$ cat src/design/ldf_pkg.sv
`timescale 1ns / 1ps
// ----------------------------------------------------------------------------
// Delay line package
// Shared widths, sizes and the command type that travels from the front end
// through the queue to the ring engine.
// ----------------------------------------------------------------------------
package ldf_pkg;

  localparam int RING_DEPTH   = 65536;
  localparam int MAX_BLOCK    = 8192;
  localparam int FADE_SAMPLES = 128;
  localparam int FIFO_DEPTH   = 4;

  localparam int ADDR_W  = $clog2(RING_DEPTH);
  localparam int SAMPLE_W = 24;
  localparam int DELAY_W = 16;
  localparam int LEN_W   = 14;
  localparam int POS_W   = $clog2(MAX_BLOCK) + 1;
  localparam int FADE_W  = $clog2(FADE_SAMPLES) + 1;
  localparam int KEEP_W  = $clog2(FADE_SAMPLES);

  localparam int DELAY_LIMIT = RING_DEPTH - MAX_BLOCK - 1;

  // Gains are Q1.16 values in the range 0 to 1.0 inclusive.
  localparam int GAIN_SHIFT = 16;
  localparam int GAIN_W     = GAIN_SHIFT + 1;
  localparam int UNITY      = 1 << GAIN_SHIFT;
  localparam int PROD_W     = SAMPLE_W + GAIN_W + 1;

  typedef struct packed {
    logic signed [SAMPLE_W-1:0] sample;
    logic                       start;
    logic [POS_W-1:0]           len;
    logic                       flush;
    logic [ADDR_W-1:0]          delay;
  } cmd_t;

endpackage

$ cat src/design/ldf_fifo.sv
`timescale 1ns / 1ps
// ----------------------------------------------------------------------------
// Command queue
// Short queue between the front end and the ring engine.
// ----------------------------------------------------------------------------
module ldf_fifo import ldf_pkg::*; (
  input  logic clk_i,
  input  logic rst_ni,
  input  logic push_i,
  input  cmd_t cmd_i,
  output logic ready_o,
  input  logic pop_i,
  output logic valid_o,
  output cmd_t cmd_o
);

  localparam int PW = $clog2(FIFO_DEPTH);
  localparam int CW = $clog2(FIFO_DEPTH + 1);

  cmd_t          slot_q [FIFO_DEPTH];
  logic [PW-1:0] wp_q;
  logic [PW-1:0] rp_q;
  logic [CW-1:0] cnt_q;
  logic          do_push;
  logic          do_pop;

  assign ready_o = (cnt_q != CW'(FIFO_DEPTH));
  assign valid_o = (cnt_q != '0);
  assign cmd_o   = slot_q[rp_q];
  assign do_push = push_i && ready_o;
  assign do_pop  = pop_i && valid_o;

  always_ff @(posedge clk_i) begin
    if (do_push) begin
      slot_q[wp_q] <= cmd_i;
    end
  end

  always_ff @(posedge clk_i or negedge rst_ni) begin
    if (!rst_ni) begin
      wp_q  <= '0;
      rp_q  <= '0;
      cnt_q <= '0;
    end else begin
      if (do_push) begin
        wp_q <= (wp_q == PW'(FIFO_DEPTH - 1)) ? '0 : wp_q + PW'(1);
      end
      if (do_pop) begin
        rp_q <= (rp_q == PW'(FIFO_DEPTH - 1)) ? '0 : rp_q + PW'(1);
      end
      if (do_push && !do_pop) begin
        cnt_q <= cnt_q + CW'(1);
      end else if (do_pop && !do_push) begin
        cnt_q <= cnt_q - CW'(1);
      end
    end
  end

endmodule

$ cat config.mk
export PLATFORM = sky130hd
export DESIGN_NAME = ldf_fifo
export DESIGN_NICKNAME = d
export VERILOG_FILES = /design/src/design/ldf_pkg.sv /design/src/design/ldf_fifo.sv
export SDC_FILE = /design/constraint.sdc
export NUM_CORES = 1
export LEC_CHECK = 0
export ABC_AREA = 0
export BUFFER_PORTS_ARGS = -buffer_cell sky130_fd_sc_hd__buf_2
export CORE_MARGIN = 2
export CORE_UTILIZATION = 36
export DETAILED_ROUTE_END_ITERATION = 8
export GPL_ROUTABILITY_DRIVEN = 0
export SLEW_MARGIN = 20
export SYNTH_ARGS = -nofsm -noshare
export SYNTH_HDL_FRONTEND = slang
export SYNTH_SLANG_ARGS = --single-unit
$ cat constraint.sdc
create_clock -name clk_i -period 7.15 [get_ports clk_i]
set_clock_uncertainty 0.2 [all_clocks]
set_input_delay 0.3575 -clock clk_i [delete_from_list [all_inputs] [get_ports clk_i]]
set_output_delay 0.3575 -clock clk_i [all_outputs]
set_load 0.005 [all_outputs]
==> results of run 1 <==
## registers in the layout, indices dropped and copies added (netlist names)
signal  cells
rp_q        2
wp_q        2
slot_q    224
cnt_q       3
## per-layer routing
| metal | global-route usage [%] | wire (um) | vias up |
|---|---|---|---|
| met4 | 3.42 | 256 | 0 |
| met1 | 16.6 | 6640 | 2074 |
| met2 | 21.2 | 7780 | 114 |
| met5 | 0 | 0 | - |
| met3 | 2.55 | 883 | 24 |
| li1 | - | - | 1786 |
## cell usage after synthesis, types with 3 or more instances
cell	count
mux2_2	3
buf_6	3
buf_4	3
buf_2	5
dfrtp_1	7
inv_1	3
edfxtp_1	224
and3_2	4
nor2_1	3
ha_1	6
mux4_2	56
## logic make-up after synthesis
kind of cell | Yosys count | synth area share [%]
buffers and inverters | 16 | 1.17
DFF | 231 | 81.0
and+or+nand+nor | 11 | 0.852
muxes | 61 | 15.6
adders and majority gates | 7 | 1.12
xor gates and xnor gates | 3 | 0.308
## metrics by stage
stage	hold slack [ps]	power, uW
floorplan	-138	2610
detailed placement	-0.618	3060
finish	79.6	4110
CTS	57.6	4200
global placement	-5.42	3020
global route	81.5	4340
## power by group through the flow
stage                     combinational, uW  sequential [uW]  clock [uW]
after detailed placement               1030             2020           0
after CTS                              1060             2000        1140
after global placement                 1010             2000           0
final                                  1030             1980        1100
after floorplan                         749             1870           0
after global routing                   1130             2020        1190
## layout make-up
cell class              instances  area [sq um]
clock inverters                 7          36.3
fillers                      1977         12600
flip-flops and latches        231          6910
clock buffers                  35           663
inverters                       3          11.3
well taps                     319           399
multi-input cells              82          1530
repair buffers                176          1170
## path summary, 6_finish.rpt
| kind | start | slack (ps) | cells past startpoint | end |
|---|---|---|---|---|
| hold / removal | pop_i | 80 | 3 | rp_q[0] |
| setup reg to reg | cnt_q[1] | 4680 | 8 | cnt_q[2] |
| max in group asynchronous | rst_ni | 5860 | 3 | rp_q[1] |
| setup / recovery | rp_q[0] | 3870 | 3 | cmd_o[25] |
| hold reg to reg | cnt_q[2] | 290 | 1 | cnt_q[2] |
| min in group asynchronous | rst_ni | 610 | 3 | wp_q[1] |
## repair_timing
| action | CTS | global route |
|---|---|---|
| setup buffers | 0 | 0 |
| hold buffers | 58 | 0 |
| hold endpoints to repair | 231 | 0 |
| gates resized for setup | 0 | 0 |
## worst reg2reg max path, stage by stage (launching register included)
cell     delay, ps
dfrtp_1        420
or3_2          510
nand2_1        150
ha_1           210
inv_1           70
fa_1           380
xor2_1         170
nor2_1         120
xor2_1         160
==> impl_metrics.env, run 1 <==
export IMPL_path_cells="buf_4 > mux4_2 > buf_2"
export IMPL_initial_core_util_pct=36.5
export IMPL_hp_class="primary input to flip-flop"
export IMPL_clkTransAtPathRegs_ps=60
export IMPL_combPwrFrac_pct=24.9
export IMPL_cp_num_buf_inv=2
export IMPL_drt_initial_drc_count=160
export IMPL_wire_per_inst_um=18.2
export IMPL_cp_arrival_ps=2730
export IMPL_synth_cells=329
export IMPL_fin_tns_setup_ps=0
export IMPL_yosys_area_top_type="edfxtp_1"
export IMPL_slew_headroom_pct=37.3
export IMPL_place_area_sq_mm=0.00945
export IMPL_wl_um=15600
export IMPL_vdd_ir_drop_max_uv=507
export IMPL_max_stage_delay_ps=820
export IMPL_vias_per_cell=4.69
export IMPL_path_class="flip-flop to primary output"
export IMPL_ys_seq_elements=231
export IMPL_grt_pass1_vias=4322
export IMPL_period_share_pct=45.9
export IMPL_maxCapViolCount=0
export IMPL_finish_utilization_pct=46.0
export IMPL_core_area_sq_mm=0.0233
export IMPL_critPathSlowestCell="dfrtp_4"
export IMPL_cts_tree="built"
export IMPL_dp_hpwl_um=8560
export IMPL_dieHeight_um=158
export IMPL_synthesis_nets=396
export IMPL_startpoint_type="flip-flop"
export IMPL_clockBufferDepth=3
export IMPL_p_switching_uw=1110
export IMPL_outcome="finished, final reports clean"
export IMPL_track_usage_pct=12.5
export IMPL_port_buffers=117
export IMPL_syn_area_sq_mm=0.00852
export IMPL_antenna_found_initial=0
export IMPL_rows=56
export IMPL_leakage_uw=0.00366
export IMPL_finish_instance_area_sq_mm=0.0107
export IMPL_rsz0062_at_grt="no"
export IMPL_grt_max_degree=59
export IMPL_yosysTopAreaCellShare_pct=78.9
export IMPL_root_buffer="clkbuf_16"
export IMPL_layout_min_cycle_time_ps=3280
export IMPL_p_seq_share_pct=48.2
export IMPL_crit_path_end_kind="primary output"
export IMPL_synth_edf_count=224
export IMPL_max_freq_mhz=305
export IMPL_ys_seq_area_share_pct=81.0
export IMPL_worst_slack_ps=3870
export IMPL_report_final_hold_viol_count=0
export IMPL_syn_to_final_growth_pct=25.9
export IMPL_grt_pass1_wl_um=23700
export IMPL_cts_sinks=231
export IMPL_placed_cells=753
export IMPL_synthTopCellsByArea="edfxtp_1 (79%), mux4_2 (15%), dfrtp_1 (2.1%), ha_1 (0.88%), buf_6 (0.40%)"
export IMPL_die_w_um=158
export IMPL_htreeDepth=1
export IMPL_most_common_layout_cells="edfxtp_1 (224), buf_2 (117), dlygate4sd3_1 (58)"
export IMPL_drc=0
export IMPL_ys_types=20
export IMPL_yosys_warnings=0
export IMPL_detail_route_antenna_nets=0
export IMPL_required_ps=6590
export IMPL_syn_avg_cell_area_sq_um=25.9
export IMPL_cp_max_fo=30
export IMPL_vias=3998
export IMPL_nets=585
export IMPL_pre_cts_ws_ps=4270
export IMPL_pwr_share_clk_pct=26.8
export IMPL_io_pins=118
export IMPL_ys_flop_type="edfxtp_1"
export IMPL_grt_ovfl_total=0
export IMPL_insertion_delay_ps=500
export IMPL_async_reset_ff_share_pct=3.03
export IMPL_n_antenna_cell=0
export IMPL_switching_share_pct=26.9
export IMPL_drive_gt1_share_pct=40.6
export IMPL_numCtsBuffers=24
export IMPL_finalMaxSlewViolations=0
export IMPL_intPower_uw=3000
export IMPL_worst_slew_pin_slew_ps=941
export IMPL_finalSetupViolations=0
export IMPL_p_per_area_mw_per_mm2=383
export IMPL_cp_top_family="flip-flops"
export IMPL_first_pass_iters=4
export IMPL_die_area_sq_mm=0.0249
export IMPL_stdcell_count=853
export IMPL_final_common_cell="edfxtp_1"
No activity file was read; power rests on OpenSTA's default activity.
==> run 2, diff against run 1 <==
--- a/config.mk
+++ b/config.mk
@@ -5,7 +5,7 @@
 export SDC_FILE = /design/constraint.sdc
 export NUM_CORES = 1
 export LEC_CHECK = 0
-export ABC_AREA = 0
+export ABC_AREA = 1
 export BUFFER_PORTS_ARGS = -buffer_cell sky130_fd_sc_hd__buf_2
 export CORE_MARGIN = 2
 export CORE_UTILIZATION = 36
==> constraint.sdc (replaced) <==
create_clock -name clk_i -period 2.75 [get_ports clk_i]
set_clock_uncertainty 0.2 [all_clocks]
set_input_delay 0.1375 -clock clk_i [delete_from_list [all_inputs] [get_ports clk_i]]
set_output_delay 0.1375 -clock clk_i [all_outputs]
set_load 0.005 [all_outputs]
==> run 2 against run 1 <==
- worst setup slack worse by 3600 ps
- via count is 43% higher
- sequential power grew to 2.5 times the previous value
- largest power group unchanged
==> impl_metrics.env, run 2 <==
export IMPL_yosys_warnings=0
export IMPL_drive_gt1_share_pct=25.5
export IMPL_synth_cells=712
export IMPL_yosys_area_top_type="edfxtp_1"
export IMPL_die_area_sq_mm=0.0282
export IMPL_crit_path_end_kind="primary output"
export IMPL_insertion_delay_ps=500
export IMPL_hp_class="primary input to flip-flop"
export IMPL_r2r_slack_ps=420
export IMPL_core_area_sq_mm=0.0267
export IMPL_slew_headroom_pct=38.9
export IMPL_async_reset_ff_share_pct=3.03
export IMPL_rows=60
export IMPL_antenna_found_initial=1
export IMPL_critPathCapture="cmd_o[19]"
export IMPL_clockBufferDepth=3
export IMPL_regMostFlops="slot_q"
export IMPL_synthTopCellsByArea="edfxtp_1 (69%), o211ai_2 (7.6%), nand2_1 (7.1%), inv_1 (4.8%), o211ai_1 (4.1%)"
export IMPL_finish_utilization_pct=44.8
export IMPL_r2r_end="cnt_q[1]"
export IMPL_startpoint_type="flip-flop"
export IMPL_synth_edf_count=224
export IMPL_finalSetupViolations=0
export IMPL_htreeDepth=1
export IMPL_root_buffer="clkbuf_16"
export IMPL_post_cts_buffers=0
export IMPL_worst_slew_pin_slew_ps=916
export IMPL_finalMaxSlewViolations=0
export IMPL_cp_max_fo=54
export IMPL_cts_tree="built"
export IMPL_nets=962
export IMPL_max_freq_mhz=402
export IMPL_ys_flop_type="edfxtp_1"
export IMPL_grt_pass1_wl_um=30100
export IMPL_finish_instance_area_sq_mm=0.0120
export IMPL_rr_worst_depth=9
export IMPL_grt_max_degree=59
export IMPL_reg_top3="slot_q (224), cnt_q (3)"
export IMPL_port_buffers=117
export IMPL_grt_pass1_vias=5692
export IMPL_dp_hpwl_um=11300
export IMPL_whs_ps=185
export IMPL_path_class="flip-flop to primary output"
export IMPL_report_final_hold_viol_count=0
export IMPL_synth_commonest_cells="edfxtp_1 (224), nand2_1 (183), inv_1 (123)"
export IMPL_syn_to_final_growth_pct=23.4
export IMPL_synthesis_nets=779
export IMPL_ys_seq_area_share_pct=71.2
export IMPL_largest_register_ffs=224
export IMPL_wire_per_inst_um=15.2
export IMPL_period_share_pct=90.4
export IMPL_vias_per_cell=4.56
export IMPL_initial_core_util_pct=36.4
export IMPL_track_usage_pct=13.4
export IMPL_drc=0
export IMPL_r2r_start="cnt_q[0]"
export IMPL_vias=5718
export IMPL_total_power_uw=11900
export IMPL_clkTransAtPathRegs_ps=60
export IMPL_most_common_layout_cells="edfxtp_1 (224), nand2_1 (183), inv_1 (123)"
export IMPL_dieHeight_um=168
export IMPL_yosysMostFrequentCell="edfxtp_1"
export IMPL_p_per_area_mw_per_mm2=993
export IMPL_vdd_ir_drop_max_uv=550
export IMPL_syn_area_sq_mm=0.00969
export IMPL_required_ps=2410
export IMPL_grt_ovfl_total=0
export IMPL_cts_sinks=231
export IMPL_first_pass_iters=4
export IMPL_rsz0062_at_grt="no"
export IMPL_maxCapViolCount=0
export IMPL_detail_route_antenna_nets=0
export IMPL_yosysTopAreaCellShare_pct=69.4
export IMPL_cp_arrival_ps=2150
export IMPL_fillerInstances=2342
export IMPL_place_area_sq_mm=0.0106
export IMPL_numCtsBuffers=25
export IMPL_cp_startpoint="rp_q[0]"
export IMPL_drt_initial_drc_count=249
export IMPL_ys_types=20
export IMPL_io_pins=118
export IMPL_syn_avg_cell_area_sq_um=13.6
export IMPL_ys_seq_elements=231
export IMPL_outcome="finished, final reports clean"
export IMPL_layout_min_cycle_time_ps=2490
export IMPL_leakage_uw=0.00478
export IMPL_die_w_um=168
export IMPL_wl_um=19000
export IMPL_final_common_cell="edfxtp_1"
[run 2: cell types whose count changed in the layout (fill, tap and decap cells not counted), moves of 5 or more]
cell	delta
clkinv_1	+5
inv_1	+120
buf_4	+7
o211ai_2	+59
nand2_1	+182
buf_12	+8
mux4_2	-56
o211ai_1	+53
nand3_1	+7
clkbuf_1	-6
[run 2: worst max-delay path: stages, from the launching register on]
cell and delay, ps:
dfrtp_4 870, buf_12 330, nand2_1 90, o211ai_1 90
nand2_1 90, buf_2 140
[run 2: how the worst min path moves through the flow]
stage          depth (start not counted)      start  slack, ps             to
6_report                               2  cmd_i[33]        180  slot_q[1][33]
5_1_grt                                2   cmd_i[3]        180   slot_q[2][3]
4_1_cts                                2   cmd_i[3]        150   slot_q[2][3]
3_5_place_dp                           1     rst_ni       -210        rp_q[1]
3_3_place_gp                           1     rst_ni       -210        rp_q[1]
2_1_floorplan                          0     rst_ni       -360       cnt_q[0]
[run 2: through the flow]
stage / instances / setup TNS [ps] / setup slack [ps]
after floorplan: 712 / -30840 / -138
after global placement: 1149 / 0 / 525
after detailed placement: 1149 / 0 / 432
after CTS: 1252 / 0 / 204
after global routing: 1253 / 0 / 63.1
final: 1253 / 0 / 264
[run 2: area by class of cell]
cell class	count	area (sq um)	share of cell area [%]
antenna	1	2.50	0.0209
clock buffer	29	641	5.36
clock inverter	14	67.6	0.565
inverter	126	474	3.97
multi-input combinational	318	2030	16.9
sequential	231	6910	57.8
tap	341	427	3.57
timing repair buffer	193	1410	11.8
[run 2: timing repair]
action	4_1_cts	5_1_grt
hold buffers	60	0
resized for setup	0	0
hold endpoints to repair	236	0
[run 2: metal layers]
metal  global-route usage, %  wire length, um  vias up
met5                       0                0        -
met1                    17.7             8590     2758
met3                    2.61              865       29
met2                    22.9             9210       96
met4                    3.52              330        0
li1                        -                -     2835
[run 2: cells by family (layout without fill, tap and decap cells)]
kind of cell,Yosys count,in the layout,synth area share (%)
xor+xnor,1,1,0.0904
compound gates,113,113,11.8
simple gates,197,197,7.75
other cells,0,1,0
flops,231,231,71.2
fa+ha+maj,7,7,0.981
buf+inv,163,362,8.17
[run 2: power by group]
group / internal, uW / leakage (uW) / switching, uW
clock: 1650 / 0.000348 / 1280
sequential: 4630 / 0.00213 / 325
combinational: 1570 / 0.00229 / 2420
==> run 3, diff against run 2 <==
--- a/config.mk
+++ b/config.mk
@@ -5,7 +5,6 @@
 export SDC_FILE = /design/constraint.sdc
 export NUM_CORES = 1
 export LEC_CHECK = 0
-export ABC_AREA = 1
 export BUFFER_PORTS_ARGS = -buffer_cell sky130_fd_sc_hd__buf_2
 export CORE_MARGIN = 2
 export CORE_UTILIZATION = 36
==> run 3 against run 2 <==
- non-clock buffer count down 9
- worst setup slack worse by 37 ps
- sequential share of layout area up 5.4 points
- die area down 12%
- core utilization up 2.0 points
- final area down 8.6%
- highest routed layer unchanged
- combinational power down 27%
- critical path type unchanged
==> impl_metrics.env, run 3 (same netlist as run 1, synthesis figures left out) <==
export IMPL_report_final_hold_viol_count=0
export IMPL_wl_um=15900
export IMPL_n_antenna_cell=0
export IMPL_rr_worst_depth=8
export IMPL_grt_pass1_vias=4262
export IMPL_rsz0062_at_grt="no"
export IMPL_nets=593
export IMPL_finish_instance_area_sq_mm=0.0109
export IMPL_port_buffers=117
export IMPL_die_w_um=158
export IMPL_cts_sinks=231
export IMPL_fin_tns_setup_ps=0
export IMPL_final_common_cell="edfxtp_1"
export IMPL_p_seq_share_pct=46.0
export IMPL_detail_route_antenna_nets=0
export IMPL_dieHeight_um=158
export IMPL_period_share_pct=91.7
export IMPL_p_per_area_mw_per_mm2=1010
export IMPL_drt_initial_drc_count=148
export IMPL_total_power_uw=11100
export IMPL_whs_ps=179
export IMPL_vias=3988
export IMPL_switching_share_pct=26.8
export IMPL_clkTransAtPathRegs_ps=60
export IMPL_cts_resized=0
export IMPL_critPathCapture="cmd_o[52]"
export IMPL_grt_max_degree=59
export IMPL_syn_to_final_growth_pct=28.2
export IMPL_antenna_found_initial=0
export IMPL_hp_class="primary input to flip-flop"
export IMPL_startpoint_type="flip-flop"
export IMPL_fillerInstances=1988
export IMPL_r2r_start="cnt_q[1]"
export IMPL_combPwrFrac_pct=26.2
export IMPL_htreeDepth=1
export IMPL_max_stage_delay_ps=640
export IMPL_wire_per_inst_um=18.4
export IMPL_largest_register_ffs=224
export IMPL_worstHoldPathCells=2
export IMPL_drc=0
export IMPL_vdd_ir_drop_max_uv=914
export IMPL_crit_path_end_kind="primary output"
export IMPL_cp_top_family="flip-flops"
export IMPL_pwr_share_clk_pct=27.9
export IMPL_rows=56
export IMPL_vias_per_cell=4.64
export IMPL_cts_tree="built"
export IMPL_max_freq_mhz=396
export IMPL_outcome="finished, final reports clean"
export IMPL_core_area_sq_mm=0.0233
export IMPL_track_usage_pct=12.7
export IMPL_cp_startpoint="rp_q[0]"
export IMPL_cp_max_fo=13
export IMPL_r2r_end="cnt_q[2]"
export IMPL_path_cells="buf_4 > mux4_2 > buf_2"
export IMPL_cp_depth=3
export IMPL_root_buffer="clkbuf_16"
export IMPL_clockBufferDepth=3
export IMPL_first_pass_iters=4
export IMPL_layout_min_cycle_time_ps=2520
export IMPL_insertion_delay_ps=510
export IMPL_p_switching_uw=2960
export IMPL_cp_num_buf_inv=2
export IMPL_most_common_layout_cells="edfxtp_1 (224), buf_2 (117), dlygate4sd3_1 (60)"
export IMPL_reg_top3="slot_q (224), cnt_q (3)"
export IMPL_initial_core_util_pct=36.5
export IMPL_finish_utilization_pct=46.8
export IMPL_worst_slew_pin_slew_ps=910
export IMPL_io_pins=118
export IMPL_grt_pass1_wl_um=23900
export IMPL_place_area_sq_mm=0.00955
export IMPL_slew_headroom_pct=39.3
export IMPL_numCtsBuffers=24
export IMPL_maxCapViolCount=0
export IMPL_cp_arrival_ps=2180
export IMPL_intPower_uw=8100
export IMPL_r2r_slack_ps=330
export IMPL_path_class="flip-flop to primary output"
export IMPL_dp_hpwl_um=8990
export IMPL_leakage_uw=0.00377
export IMPL_finalMaxSlewViolations=0
export IMPL_die_area_sq_mm=0.0249
export IMPL_critPathSlowestCell="dfrtp_4"
export IMPL_drive_gt1_share_pct=42.3
export IMPL_regMostFlops="slot_q"
export IMPL_grt_ovfl_total=0
export IMPL_finalSetupViolations=0
export IMPL_required_ps=2410
## run 3: cell types whose count changed in the layout (fill, tap and decap cells not counted), sizes merged, moves of 3 or more
cell,change
nand2,-182
o211ai,-112
and3,+4
buf,-9
nand3,-7
mux2,+5
inv,-121
mux4,+56
nor2,-3
clkinv,-5
## run 3: worst min path at each step
stage | end | startpoint | slack, ps
after floorplan | cnt_q[0] | rst_ni | -360
after global placement | wp_q[0] | rst_ni | -230
after detailed placement | wp_q[1] | rst_ni | -220
after global routing | slot_q[0][4] | cmd_i[4] | 170
after CTS | slot_q[0][36] | cmd_i[36] | 150
final | slot_q[2][31] | cmd_i[31] | 180
## run 3: power by group through the flow
stage | registers [uW] | clock network, uW | logic [uW]
2_1_floorplan | 4850 | 0 | 1950
3_3_place_gp | 5170 | 0 | 2800
3_5_place_dp | 5220 | 0 | 2830
4_1_cts | 5110 | 3180 | 3010
5_1_grt | 5170 | 3290 | 3180
6_report | 5080 | 3080 | 2890
## run 3: stage by stage
step,setup WS [ps],std cells
after global routing,75.8,860
final,228,860
after detailed placement,327,758
after CTS,131,860
after global placement,393,758
after floorplan,463,329
## run 3: what timing repair did
item	CTS	global route
setup buffers	1	0
hold endpoints to repair	236	0
endpoints found under the setup margin	10	0
hold buffers	60	0
## run 3: cell type report
class	instances	area, sq um	area share, %
Timing Repair Buffer	184	1320	12.1
Inverter	3	11.3	0.103
Sequential cell	231	6910	63.2
Multi-Input combinational cell	82	1530	14.0
Tap cell	319	399	3.65
Clock buffer	28	637	5.83
Clock inverter	13	114	1.04
## run 3: routing by layer
| metal | vias to the layer above | global-route usage (%) | part of all wire, % | routed length (um) |
|---|---|---|---|---|
| met2 | 103 | 21.0 | 48 | 7640 |
| met1 | 2060 | 16.8 | 44 | 6920 |
| li1 | 1797 | - | - | - |
| met4 | 0 | 3.55 | 2.3 | 362 |
| met3 | 28 | 3.39 | 5.9 | 939 |
| met5 | - | 0 | 0 | 0 |
