File: config.mk
export PLATFORM = sky130hd
export DESIGN_NAME = ldf_front_flat
export DESIGN_NICKNAME = d
export VERILOG_FILES = /design/src/design/ldf_pkg.sv /design/src/design/ldf_if.sv /design/src/design/ldf_front.sv /design/src/flat_wrapper.sv
export SDC_FILE = /design/constraint.sdc
export NUM_CORES = 1
export LEC_CHECK = 0
export BUFFER_PORTS_ARGS = -buffer_cell sky130_fd_sc_hd__buf_2
export CAP_MARGIN = 40
export CORE_MARGIN = 2
export CORE_UTILIZATION = 36
export CTS_BUF_LIST = sky130_fd_sc_hd__clkbuf_4 sky130_fd_sc_hd__clkbuf_8
export CTS_CLUSTER_DIAMETER = 100
export CTS_CLUSTER_SIZE = 40
export DETAILED_ROUTE_END_ITERATION = 10
export GPL_TIMING_DRIVEN = 0
export HOLD_SLACK_MARGIN = 0.03
export PLACE_DENSITY = 0.83
export SYNTH_ARGS = -nofsm -noshare
export SYNTH_HDL_FRONTEND = slang
export SYNTH_SLANG_ARGS = --single-unit
export TNS_END_PERCENT = 100
File: constraint.sdc
create_clock -name clk_i -period 1 [get_ports clk_i]
set_clock_uncertainty 0.05 [all_clocks]
set_input_delay 0 -clock clk_i [delete_from_list [all_inputs] [get_ports clk_i]]
set_output_delay 0 -clock clk_i [all_outputs]
set_load 0.03 [all_outputs]
File: src/design/ldf_pkg.sv
`timescale 1ns / 1ps
// ----------------------------------------------------------------------------
// Delay line package
// Shared widths, sizes and the command type that travels from the front end
// through the queue to the ring engine.
// ----------------------------------------------------------------------------
package ldf_pkg;

  localparam int RING_DEPTH   = 65536;
  localparam int MAX_BLOCK    = 8192;
  localparam int FADE_SAMPLES = 128;
  localparam int FIFO_DEPTH   = 4;

  localparam int ADDR_W  = $clog2(RING_DEPTH);
  localparam int SAMPLE_W = 24;
  localparam int DELAY_W = 16;
  localparam int LEN_W   = 14;
  localparam int POS_W   = $clog2(MAX_BLOCK) + 1;
  localparam int FADE_W  = $clog2(FADE_SAMPLES) + 1;
  localparam int KEEP_W  = $clog2(FADE_SAMPLES);

  localparam int DELAY_LIMIT = RING_DEPTH - MAX_BLOCK - 1;

  // Gains are Q1.16 values in the range 0 to 1.0 inclusive.
  localparam int GAIN_SHIFT = 16;
  localparam int GAIN_W     = GAIN_SHIFT + 1;
  localparam int UNITY      = 1 << GAIN_SHIFT;
  localparam int PROD_W     = SAMPLE_W + GAIN_W + 1;

  typedef struct packed {
    logic signed [SAMPLE_W-1:0] sample;
    logic                       start;
    logic [POS_W-1:0]           len;
    logic                       flush;
    logic [ADDR_W-1:0]          delay;
  } cmd_t;

endpackage

File: src/design/ldf_if.sv
`timescale 1ns / 1ps
// ----------------------------------------------------------------------------
// Delay line channel interfaces
// Valid/ready channels for input requests and for delayed samples.
// ----------------------------------------------------------------------------
interface ldf_in_if import ldf_pkg::*; ();
  logic                       valid;
  logic                       ready;
  logic signed [SAMPLE_W-1:0] sample_in;
  logic                       block_start;
  logic [LEN_W-1:0]           block_length;
  logic                       flush_request;

  modport source (output valid, sample_in, block_start, block_length, flush_request,
                  input ready);
  modport sink (input valid, sample_in, block_start, block_length, flush_request,
                output ready);
endinterface


File: src/design/ldf_front.sv
`timescale 1ns / 1ps
// ----------------------------------------------------------------------------
// Front end
// Holds the target delay register, accepts requests and turns them into
// commands with saturated block length and delay.
// ----------------------------------------------------------------------------
module ldf_front import ldf_pkg::*; (
  input  logic               clk_i,
  input  logic               rst_ni,
  ldf_in_if.sink             in_i,
  input  logic               cfg_we_i,
  input  logic [DELAY_W-1:0] cfg_wdata_i,
  input  logic               clearing_i,
  input  logic               fifo_ready_i,
  output logic               push_o,
  output cmd_t               cmd_o
);

  logic [DELAY_W-1:0] target_q;

  always_ff @(posedge clk_i or negedge rst_ni) begin
    if (!rst_ni) begin
      target_q <= '0;
    end else if (cfg_we_i) begin
      target_q <= cfg_wdata_i;
    end
  end

  assign in_i.ready = fifo_ready_i && !clearing_i;
  assign push_o     = in_i.valid && in_i.ready;

  always_comb begin
    cmd_o.sample = in_i.sample_in;
    cmd_o.start  = in_i.block_start;
    cmd_o.flush  = in_i.flush_request;
    cmd_o.len    = (32'(in_i.block_length) > MAX_BLOCK) ? POS_W'(MAX_BLOCK)
                                                        : POS_W'(in_i.block_length);
    cmd_o.delay  = (32'(target_q) > DELAY_LIMIT) ? ADDR_W'(DELAY_LIMIT)
                                                 : ADDR_W'(target_q);
  end

endmodule

File: src/flat_wrapper.sv
// flat-port wrapper written by rule: the top's interface ports become plain ports
module ldf_front_flat import ldf_pkg::*;
  (clk_i, rst_ni, cfg_we_i, cfg_wdata_i, clearing_i, fifo_ready_i, push_o, cmd_o, in_i_valid, in_i_sample_in, in_i_block_start, in_i_block_length, in_i_flush_request, in_i_ready);
  ldf_in_if in_i_i ();
  input  logic clk_i;
  input  logic rst_ni;
  input  logic cfg_we_i;
  input  logic [DELAY_W-1:0] cfg_wdata_i;
  input  logic clearing_i;
  input  logic fifo_ready_i;
  output logic push_o;
  output cmd_t cmd_o;
  input wire logic [$bits(in_i_i.valid)-1:0] in_i_valid;
  input wire logic [$bits(in_i_i.sample_in)-1:0] in_i_sample_in;
  input wire logic [$bits(in_i_i.block_start)-1:0] in_i_block_start;
  input wire logic [$bits(in_i_i.block_length)-1:0] in_i_block_length;
  input wire logic [$bits(in_i_i.flush_request)-1:0] in_i_flush_request;
  output wire logic [$bits(in_i_i.ready)-1:0] in_i_ready;
  assign in_i_i.valid = in_i_valid;
  assign in_i_i.sample_in = in_i_sample_in;
  assign in_i_i.block_start = in_i_block_start;
  assign in_i_i.block_length = in_i_block_length;
  assign in_i_i.flush_request = in_i_flush_request;
  assign in_i_ready = in_i_i.ready;
  ldf_front u_core (.clk_i(clk_i), .rst_ni(rst_ni), .in_i(in_i_i), .cfg_we_i(cfg_we_i), .cfg_wdata_i(cfg_wdata_i), .clearing_i(clearing_i), .fifo_ready_i(fifo_ready_i), .push_o(push_o), .cmd_o(cmd_o));
endmodule
==> summary.md, run 1 <==
| Metric | Value |
|---|---|
| First-pass GRT wire length | 4.90 mm |
| #FFs+latches synth | 16 |
| Final WL | 3.58 mm |
| CTS tree | yes |
| Pins Over Slew Limit | 0 |
| Min Tclk post-route | 1.32 ns |
| I/O Pins | 120 |
| Tot GR Track Use | 19.1% |
| Detailed-route DRC error count | 0 |
| Port Buf Inserts | 92 |
| Initial antenna violation count | 0 |
| Worst hold path class | primary input to flip-flop |
| Worst vdd ir | 0.884 mV |
| Worst setup path start | u_core.target_q[14] |
| Mapped Nets | 158 |
| CP Class | flip-flop to output port |
| Mean routed wirelength per cell | 14.5 µm |
| Adder-Cell Fraction of Synth Area | 0% |
| WP data required | 0.95 ns |
| Largest stage delay, worst path | 0.41 ns |
| Hpwl dp | 2.23 mm |
| Fin crit share | 132% |
| WHS | 0.0502 ns |
| PD cells | 1140 mW/mm² |
| CP Cell Sequence | buf_6, a31o_4, buf_6 |
| Power Internal | 1520 µW |
| Seq pwr share | 31.9% |
| P_sw | 908 µW |
| Vias/cell | 4.60 |
| RePlAce Congestion | 0.725 |
| Later-pin clock latency in the skew report | 0.29 ns |
| Initial DRC Count | 17 |
| Starting Density | 37.2% |
| Net Sw Frac | 37.5% |
| CTS H-tree depth | 1 |
| # setup viols final | 22 |
| Fin worst setup slack | -0.317 ns |
| Pre-antenna DRT Iters | 4 |
| Clk network pwr share | 14.0% |
| Grt ovf | 0 |
| Synth Area in Compound Gates | 10.9% |
| Critical path launch point type | flip-flop |
| Layout Nets | 278 |
| Max reg flops | 16 |
| Final hold vios | 0 |
| ANT nets after route | 0 |
| Maxcap violations | 0 |
| Share of post-route cells with drive strength above 1 | 80.8% |
| Final Total Pwr | 2420 µW |
| Reg2reg path depth | 3 |
| Clk root buf | clkbuf_4 |
| Worst setup EP type | output port |
| Largest Register | u_core.target_q |
| Mux contribution to synthesized area | 19.5% |
| Largest family of logic cells by synthesized area | buffers and inverters |
| Biggest regs | u_core.target_q: 16 flops |
| Reg clk slew, reported paths | 0.08 ns |
| Actual slew at the worst max-slew pin | 0.353 ns |
| Xor/xnor share of the synthesized area | 0% |
| Mapped Cells | 96 |
| Comb pwr share | 54.1% |
| CP max-delay cell | dfrtp_1 |
| Largest net degree at the start of global routing | 17 |
| Mean Syn Cell Area | 11.6 µm² |
| Arrival time at the worst endpoint | 1.27 ns |
| Vias after detailed routing | 1137 |
| CP dominant cell by count | buf_6 |
| Full die area | 0.00357 mm² |
| Failing checks | negative setup slack |
| Worst Min Path Start | cfg_we_i |
| Crit path max fanout | 10 |
| Die height | 59.7 µm |
| Status | complete, but fails checks |
| Distinct cells, synth | 13 |
| Leakage | 0.00113 µW |
| Seq/Total Area, Yosys | 35.8% |
| Longest Clk Path Bufs | 2 |
| RSZ-0062 raised after global routing | yes |
| Relative slew slack | 76.5% |
| Mapped Area | 0.00112 mm² |
| # rows | 20 |
| Number of global-route vias before repair | 1073 |
| Num CTS Buffers | 3 |
| Hold Path Cell Cnt | 3 |
| Die Wd | 59.7 µm |
| FF-to-FF Start | u_core.target_q[13] |
| Achievable Freq | 759 MHz |
| Layout area overhead | 89.7% |
| Core Area | 0.00300 mm² |
| Yosys warns | 0 |
| Clock sinks | 16 |
| N_diodes | 0 |
| Simple-gate share of the synthesized area | 10.6% |
==> timing repair <==
action	CTS	global route
gates resized for setup	53	7
setup endpoints to repair	16	18
endpoints found under the hold margin	32	6
pin swaps	12	0
cloned	1	0
setup buffers	3	1
hold buffers	17	1
==> area by class of cell <==
cell class	count	area, µm²
buffer	35	290
clock buffer	3	22.5
fill	223	883
multi-input combinational	45	567
sequential	16	402
tap	33	41.3
timing repair buffer	115	797
==> layout by cell type, fill, tap and decap left out <==
cell type,instances
buf_12,1
dfrtp_2,1
and2b_2,9
a21boi_2,1
buf_6,27
a31o_2,1
a31o_4,12
clkbuf_4,3
clkbuf_1,2
mux2_4,10
nor2b_1,5
dfrtp_1,15
buf_2,76
dlygate4sd3_1,18
buf_4,26
and3b_1,1
mux2_2,6
==> synth_stat cells (all sizes together) <==
| library cell | count | area [µm²] |
|---|---|---|
| dfrtp | 16 | 400 |
| mux2 | 16 | 218 |
| a31o | 13 | 114 |
| and2b | 9 | 78.8 |
| clkbuf | 4 | 15.0 |
| a21boi | 1 | 7.51 |
| nor2b | 5 | 31.3 |
| and3b | 1 | 8.76 |
| buf | 31 | 244 |
==> path summary, 6_finish.rpt <==
kind / endpoint / slack, ns
worst min register to register: u_core.target_q[4] / 0.49
worst max register to register: u_core.target_q[13] / -0.12
min in group asynchronous: u_core.target_q[9] / 0.09
worst min-delay path: u_core.target_q[3] / 0.05
max in group asynchronous: u_core.target_q[13] / 0.53
worst max-delay path: cmd_o[5] / -0.32
==> worst max-delay path, delay by kind of cell, from the launching register on <==
kind                   cells  cell delay (ns)
buffers and inverters      2             0.30
AOI/OAI and AO/OA          1             0.25
DFF                        1             0.41
==> power groups by stage <==
| stage | Clock, µW | Combinational (µW) | Sequential [µW] |
|---|---|---|---|
| 6_report | 340 | 1310 | 773 |
| 5_1_grt | 381 | 1370 | 782 |
| 4_1_cts | 337 | 1260 | 765 |
| 3_5_place_dp | 0 | 965 | 774 |
| 3_3_place_gp | 0 | 952 | 771 |
| 2_1_floorplan | 0 | 708 | 759 |
==> logic make-up (layout without fill, tap and decap cells) <==
| group | Yosys count | count (layout) |
|---|---|---|
| AO/OA/AOI/OAI | 14 | 14 |
| buffers and inverters | 35 | 153 |
| flip-flops | 16 | 16 |
| AND/OR/NAND/NOR | 15 | 15 |
| multiplexers | 16 | 16 |
==> through the flow <==
step / utilization [%] / std cells / setup WS, ns / cell area [µm²] / TNS (ns)
after global routing: 70.6 / 247 / -0.348 / 2120 / -5.41
after CTS: 69.1 / 245 / -0.292 / 2080 / -4.15
after global placement: 54.0 / 221 / -0.0964 / 1620 / -0.847
after floorplan: - / 96 / 0.0310 / 1120 / 0
final: 70.6 / 247 / -0.317 / 2120 / -4.78
after detailed placement: 54.0 / 221 / -0.118 / 1620 / -0.977
==> per-layer routing <==
layer  part of all wire, %  vias to the layer above  track usage (%)  routed length, µm
li1                      -                      540                -                  -
met1                    34                      518             20.4               1210
met2                    56                       69             34.9               2000
met3                   7.7                       10             4.11                275
met4                   2.5                        0             9.84                 91
met5                     0                        -                0                  0
No activity file was read; power rests on OpenSTA's default activity.
==> run 2: changes to the inputs <==
Settings changed: ABC_AREA from default to 1.
==> run 2 against run 1 <==
Net effect: die area up 0.52%; critical path type unchanged; first-iteration DRC count rose to 2.6 times the previous value; synthesized cell count up 63%; largest power group unchanged; routed wire length is 21% higher; clock power up 29%; non-clock buffer count grew 3; clock-buffer cell count up 1; combinational power shrank 7%; the flow still finishes with violations (negative setup slack); highest routed layer unchanged; flip-flop and latch count did not move; hold slack improved by 0.041 ns.
==> summary.md, run 2 <==
| Metric | Value |
|---|---|
| # setup viols final | 16 |
| Hpwl dp | 2.41 mm |
| Synth Flop Type | dfrtp_1 |
| Later-pin clock latency in the skew report | 0.29 ns |
| Max reg flops | 16 |
| Min Tclk post-route | 1.47 ns |
| Pins Over Slew Limit | 0 |
| Starting Density | 37.4% |
| Worst hold path class | primary input to async pin |
| Core Area | 0.00300 mm² |
| PD cells | 1010 mW/mm² |
| Final WL | 4.34 mm |
| CP Class | flip-flop to output port |
| Synth area leaders | dfrtp_1, buf_4, nand2_1 |
| Failing checks | negative setup slack |
| Reg clk slew, reported paths | 0.10 ns |
| Share of post-route cells with drive strength above 1 | 61.5% |
| I/O Pins | 120 |
| Status | complete, but fails checks |
| Worst vdd ir | 0.478 mV |
| Number of global-route vias before repair | 1307 |
| Die height | 59.9 µm |
| Pre-CTS WS | -0.190 ns |
| Layout Nets | 341 |
| Leading area contributor after synthesis | dfrtp_1 |
| Most common cell after layout, fill and taps aside | buf_2 |
| List of most frequent post-synthesis cells | nand2_1, inv_1, buf_4, dfrtp_1, o21ai_0 |
| ANT nets after route | 0 |
| Initial DRC Count | 45 |
| Crit path max fanout | 5 |
| Mapped Cells | 156 |
| Vias after detailed routing | 1435 |
| Achievable Freq | 679 MHz |
| Initial antenna violation count | 0 |
| Fin worst setup slack | -0.473 ns |
| Clock sinks | 16 |
| Maxcap violations | 0 |
| Leakage | 0.00127 µW |
| #FFs+latches synth | 16 |
| Clk root buf | clkbuf_4 |
| Number of flops mapped to enable cells by yosys | 0 |
| Relative slew slack | 72.9% |
| Worst setup EP type | output port |
| N_diodes | 0 |
| Port Buf Inserts | 93 |
| First-pass GRT wire length | 5.65 mm |
| RePlAce Congestion | 0.744 |
| Detailed-route DRC error count | 0 |
| CTS H-tree depth | 1 |
| WP data required | 0.95 ns |
| Die Wd | 59.9 µm |
| Full die area | 0.00358 mm² |
| Largest net degree at the start of global routing | 17 |
| Top-count cell post-synth | nand2_1 |
| Grt ovf | 0 |
| Final hold vios | 0 |
| Layout area overhead | 109% |
| Tot GR Track Use | 21.4% |
| RSZ-0062 raised after global routing | yes |
| # rows | 20 |
| Final Util | 78.2% |
| Mapped Area | 0.00112 mm² |
| Arrival time at the worst endpoint | 1.42 ns |
| Largest Register | u_core.target_q |
| Distinct cells, synth | 15 |
| Pre-antenna DRT Iters | 4 |
| Post-synthesis async set-or-reset flop share | 100% |
| Actual slew at the worst max-slew pin | 0.407 ns |
| Critical path launch point type | flip-flop |
| Most frequent cells in the layout | buf_2, buf_4, buf_6, inv_1, nand2_1 |
| Share of the synthesized area in the top cell type | 35.6% |
| Biggest regs | u_core.target_q: 16 flops |
| CTS tree | yes |
| Mapped Nets | 218 |
| Num CTS Buffers | 3 |
| Yosys warns | 0 |
| Longest Clk Path Bufs | 2 |
| Mean routed wirelength per cell | 14.0 µm |
| Fin crit share | 147% |
| Mean Syn Cell Area | 7.20 µm² |
| Seq/Total Area, Yosys | 35.6% |
| Vias/cell | 4.61 |
run 2: report_power, final:
| group | switching [µW] | internal, µW |
|---|---|---|
| sequential | 19.7 | 704 |
| clock | 215 | 222 |
| combinational | 683 | 536 |
run 2: through the flow:
stage	setup TNS [ns]	cell area (µm²)	std cells	total power [µW]	hold WS (ns)
after detailed placement	-1.87	1710	282	1640	-0.124
after global routing	-7.26	2350	311	2480	0.120
after floorplan	0	1200	156	1370	-0.346
final	-6.19	2350	311	2380	0.0912
after CTS	-5.59	2080	308	2230	0.0953
after global placement	-1.61	1710	282	1620	-0.126
run 2: cell families (layout without fill, tap and decap cells):
| family | count (synthesis) | after routing | share of synthesized area [%] |
|---|---|---|---|
| buffers and inverters | 66 | 188 | 31.7 |
| AND/OR/NAND/NOR | 45 | 45 | 16.4 |
| AO/OA/AOI/OAI | 29 | 29 | 16.3 |
| flip-flops | 16 | 16 | 35.6 |
run 2: cell type report:
type,instances,area [µm²]
Clock buffer,4,36.3
Inverter,31,119
Sequential cell,16,400
Buffer,35,259
Tap cell,33,41.3
Multi-Input combinational cell,74,536
Timing Repair Buffer,118,956
Fill cell,171,656
run 2: path summary, 6_finish.rpt:
kind	start	to	slack, ns	depth (start not counted)
max	u_core.target_q[14]	cmd_o[7]	-0.47	6
max in group asynchronous	rst_ni	u_core.target_q[3]	0.54	2
min reg2reg	u_core.target_q[6]	u_core.target_q[6]	0.49	2
max reg2reg	u_core.target_q[15]	u_core.target_q[15]	0.08	4
min	rst_ni	u_core.target_q[12]	0.09	2
min in group clk_i	cfg_we_i	u_core.target_q[15]	0.12	4
run 2: repair_timing:
item	4_1_cts	5_1_grt
gates resized for setup	37	69
gates cloned	1	1
endpoints found under the hold margin	32	0
buffers inserted	3	3
hold buffers	18	0
setup endpoints to repair	17	26
pin swaps	1	13
run 2: per-layer routing:
| metal | wire (µm) | track usage [%] | vias to the layer above |
|---|---|---|---|
| met5 | 0 | 0 | - |
| met4 | 91 | 7.62 | 0 |
| met3 | 360 | 2.81 | 9 |
| met2 | 2440 | 43.2 | 85 |
| met1 | 1440 | 21.6 | 661 |
| li1 | - | - | 680 |
run 2: worst max-delay path, stage by stage, from the launching register on:
cell	delay, ns
dfrtp_1	0.38
inv_2	0.06
nor3_4	0.24
inv_4	0.10
buf_16	0.16
nand2_4	0.06
buf_6	0.12
==> run 3: changes to the inputs <==
Settings changed: CORE_UTILIZATION 36 to 38, PLACE_DENSITY 0.83 to 0.87.
Clock period 1 ns to 1.7 ns, I/O delays scaled along.
==> run 3 against run 2 <==
Net effect: the run now ends clean; routed wire length shrank 24%; non-clock buffer count shrank 6; clock power shrank 58%; first-iteration DRC count shrank 24%; combinational power shrank 56%; register-to-register slack gained 0.39 ns; cell count shrank 2.9%; clock-buffer cell count shrank 1; sequential share of layout area grew 4.7 points; sequential power shrank 41%; total power shrank 52%.
==> summary.md, run 3 (same netlist as run 2, synthesis figures left out) <==
| Metric | Value |
|---|---|
| Status | complete, no violations |
| Grt ovf | 0 |
| Die height | 58.4 µm |
| Dpl cells | 280 |
| Clk root buf | clkbuf_4 |
| Largest stage delay, worst path | 0.37 ns |
| Actual slew at the worst max-slew pin | 0.405 ns |
| Layout area overhead | 63.8% |
| Later-pin clock latency in the skew report | 0.27 ns |
| WP buf/inv | 4 |
| Clock sinks | 16 |
| Achievable Freq | 648 MHz |
| PD cells | 622 mW/mm² |
| Pins Over Slew Limit | 0 |
| Share of post-route cells with drive strength above 1 | 51.3% |
| Maxcap violations | 0 |
| Tot GR Track Use | 18.8% |
| Most frequent cells in the layout | buf_2, nand2_1, inv_1, buf_4, dlygate4sd3_1 |
| Setup TNS | 0 ns |
| Detailed-route DRC error count | 0 |
| Leakage | 0.00112 µW |
| Most common cell after layout, fill and taps aside | buf_2 |
| RePlAce Congestion | 0.868 |
| # setup viols final | 0 |
| CP max-delay cell | dfrtp_1 |
| CTS tree | yes |
| Hpwl dp | 2.48 mm |
| ANT nets after route | 0 |
| Worst vdd ir | 0.486 mV |
| I/O Pins | 120 |
| WHS | 0.122 ns |
| Hold Buf Count CTS | 19 |
| Die Wd | 58.4 µm |
| # rows | 19 |
| Crit path max fanout | 10 |
| Number of global-route vias before repair | 1119 |
| Reg2reg setup slack | 0.47 ns |
| Worst hold path class | primary input to async pin |
| Core Area | 0.00278 mm² |
| CP delay by family, top | buffers and inverters |
| FF-to-FF Start | u_core.target_q[11] |
| Pre-antenna DRT Iters | 4 |
| N_diodes | 0 |
| Arrival time at the worst endpoint | 1.49 ns |
| Biggest regs | u_core.target_q: 16 flops |
| Longest Clk Path Bufs | 2 |
| Setup Buffers After CTS | 0 |
| Min Tclk post-route | 1.54 ns |
| Starting Density | 40.4% |
| Largest net degree at the start of global routing | 17 |
| RSZ-0062 raised after global routing | no |
| Reg2reg end | u_core.target_q[11] |
| Vias after detailed routing | 1307 |
| Layout Nets | 335 |
| CP Cell Sequence | inv_1, nor3_2, inv_1, buf_2, nand2_1, buf_2 |
| WP data required | 1.65 ns |
| Largest Register | u_core.target_q |
| Max reg flops | 16 |
| CP Class | flip-flop to output port |
| Vias/cell | 4.33 |
| Worst setup EP type | output port |
| Full die area | 0.00341 mm² |
| CP Capture Point | cmd_o[0] |
| CTS H-tree depth | 1 |
| Final hold vios | 0 |
| First-pass GRT wire length | 4.89 mm |
| Initial DRC Count | 34 |
| Worst setup path start | u_core.target_q[14] |
| Relative slew slack | 73.0% |
| Num CTS Buffers | 3 |
| Fin crit share | 90.7% |
| Initial antenna violation count | 0 |
| Reg2reg path depth | 3 |
| Port Buf Inserts | 93 |
| Post-CTS Resized | 0 |
| Critical path launch point type | flip-flop |
| Reg clk slew, reported paths | 0.08 ns |
| Critical Path Stages | 6 |
| Mean routed wirelength per cell | 11.0 µm |
| Post-Layout Cell Count | 302 |
| Final WL | 3.31 mm |
[run 3: worst min-delay path by stage]
stage / end / depth (start not counted) / startpoint
final: u_core.target_q[12] / 2 / rst_ni
after global routing: u_core.target_q[13] / 2 / rst_ni
after CTS: u_core.target_q[4] / 2 / rst_ni
after detailed placement: u_core.target_q[9] / 1 / rst_ni
after global placement: u_core.target_q[6] / 1 / rst_ni
after floorplan: u_core.target_q[0] / 0 / rst_ni
[run 3: stage by stage]
stage	power, µW	area [µm²]	utilization (%)	worst slack, ns
detailed placement	930	1630	58.5	0.488
global placement	921	1630	58.5	0.511
floorplan	772	1120	-	0.625
CTS	1150	1840	66.2	0.173
global route	1210	1840	66.2	0.0201
finish	1140	1840	66.2	0.157
[run 3: layout make-up]
type                            instances  area (µm²)
Buffer                                 35         240
Sequential cell                        16         400
Tap cell                               31        38.8
Inverter                               31         116
Multi-Input combinational cell         74         367
Fill cell                             258         941
Clock buffer                            3        22.5
Timing Repair Buffer                  112         656
[run 3: power breakdown]
part           switching [µW]  total (µW)  internal [µW]
sequential               10.7         425            414
clock                     102         184           82.0
combinational             335         535            201
total                     448        1140            696
[run 3: per-layer routing]
metal / global-route usage [%] / vias up / part of all wire, %
li1: - / 667 / -
met1: 22.6 / 574 / 38
met2: 32.6 / 56 / 54
met3: 3.30 / 10 / 5.3
met4: 8.64 / 0 / 3.2
met5: 0 / - / 0
[run 3: worst register-to-register path, delay by kind of cell, from the launching register on]
kind | cells | cell delay, ns
AO/OA/AOI/OAI | 1 | 0.07
flip-flops | 1 | 0.37
buffers and inverters | 2 | 0.64
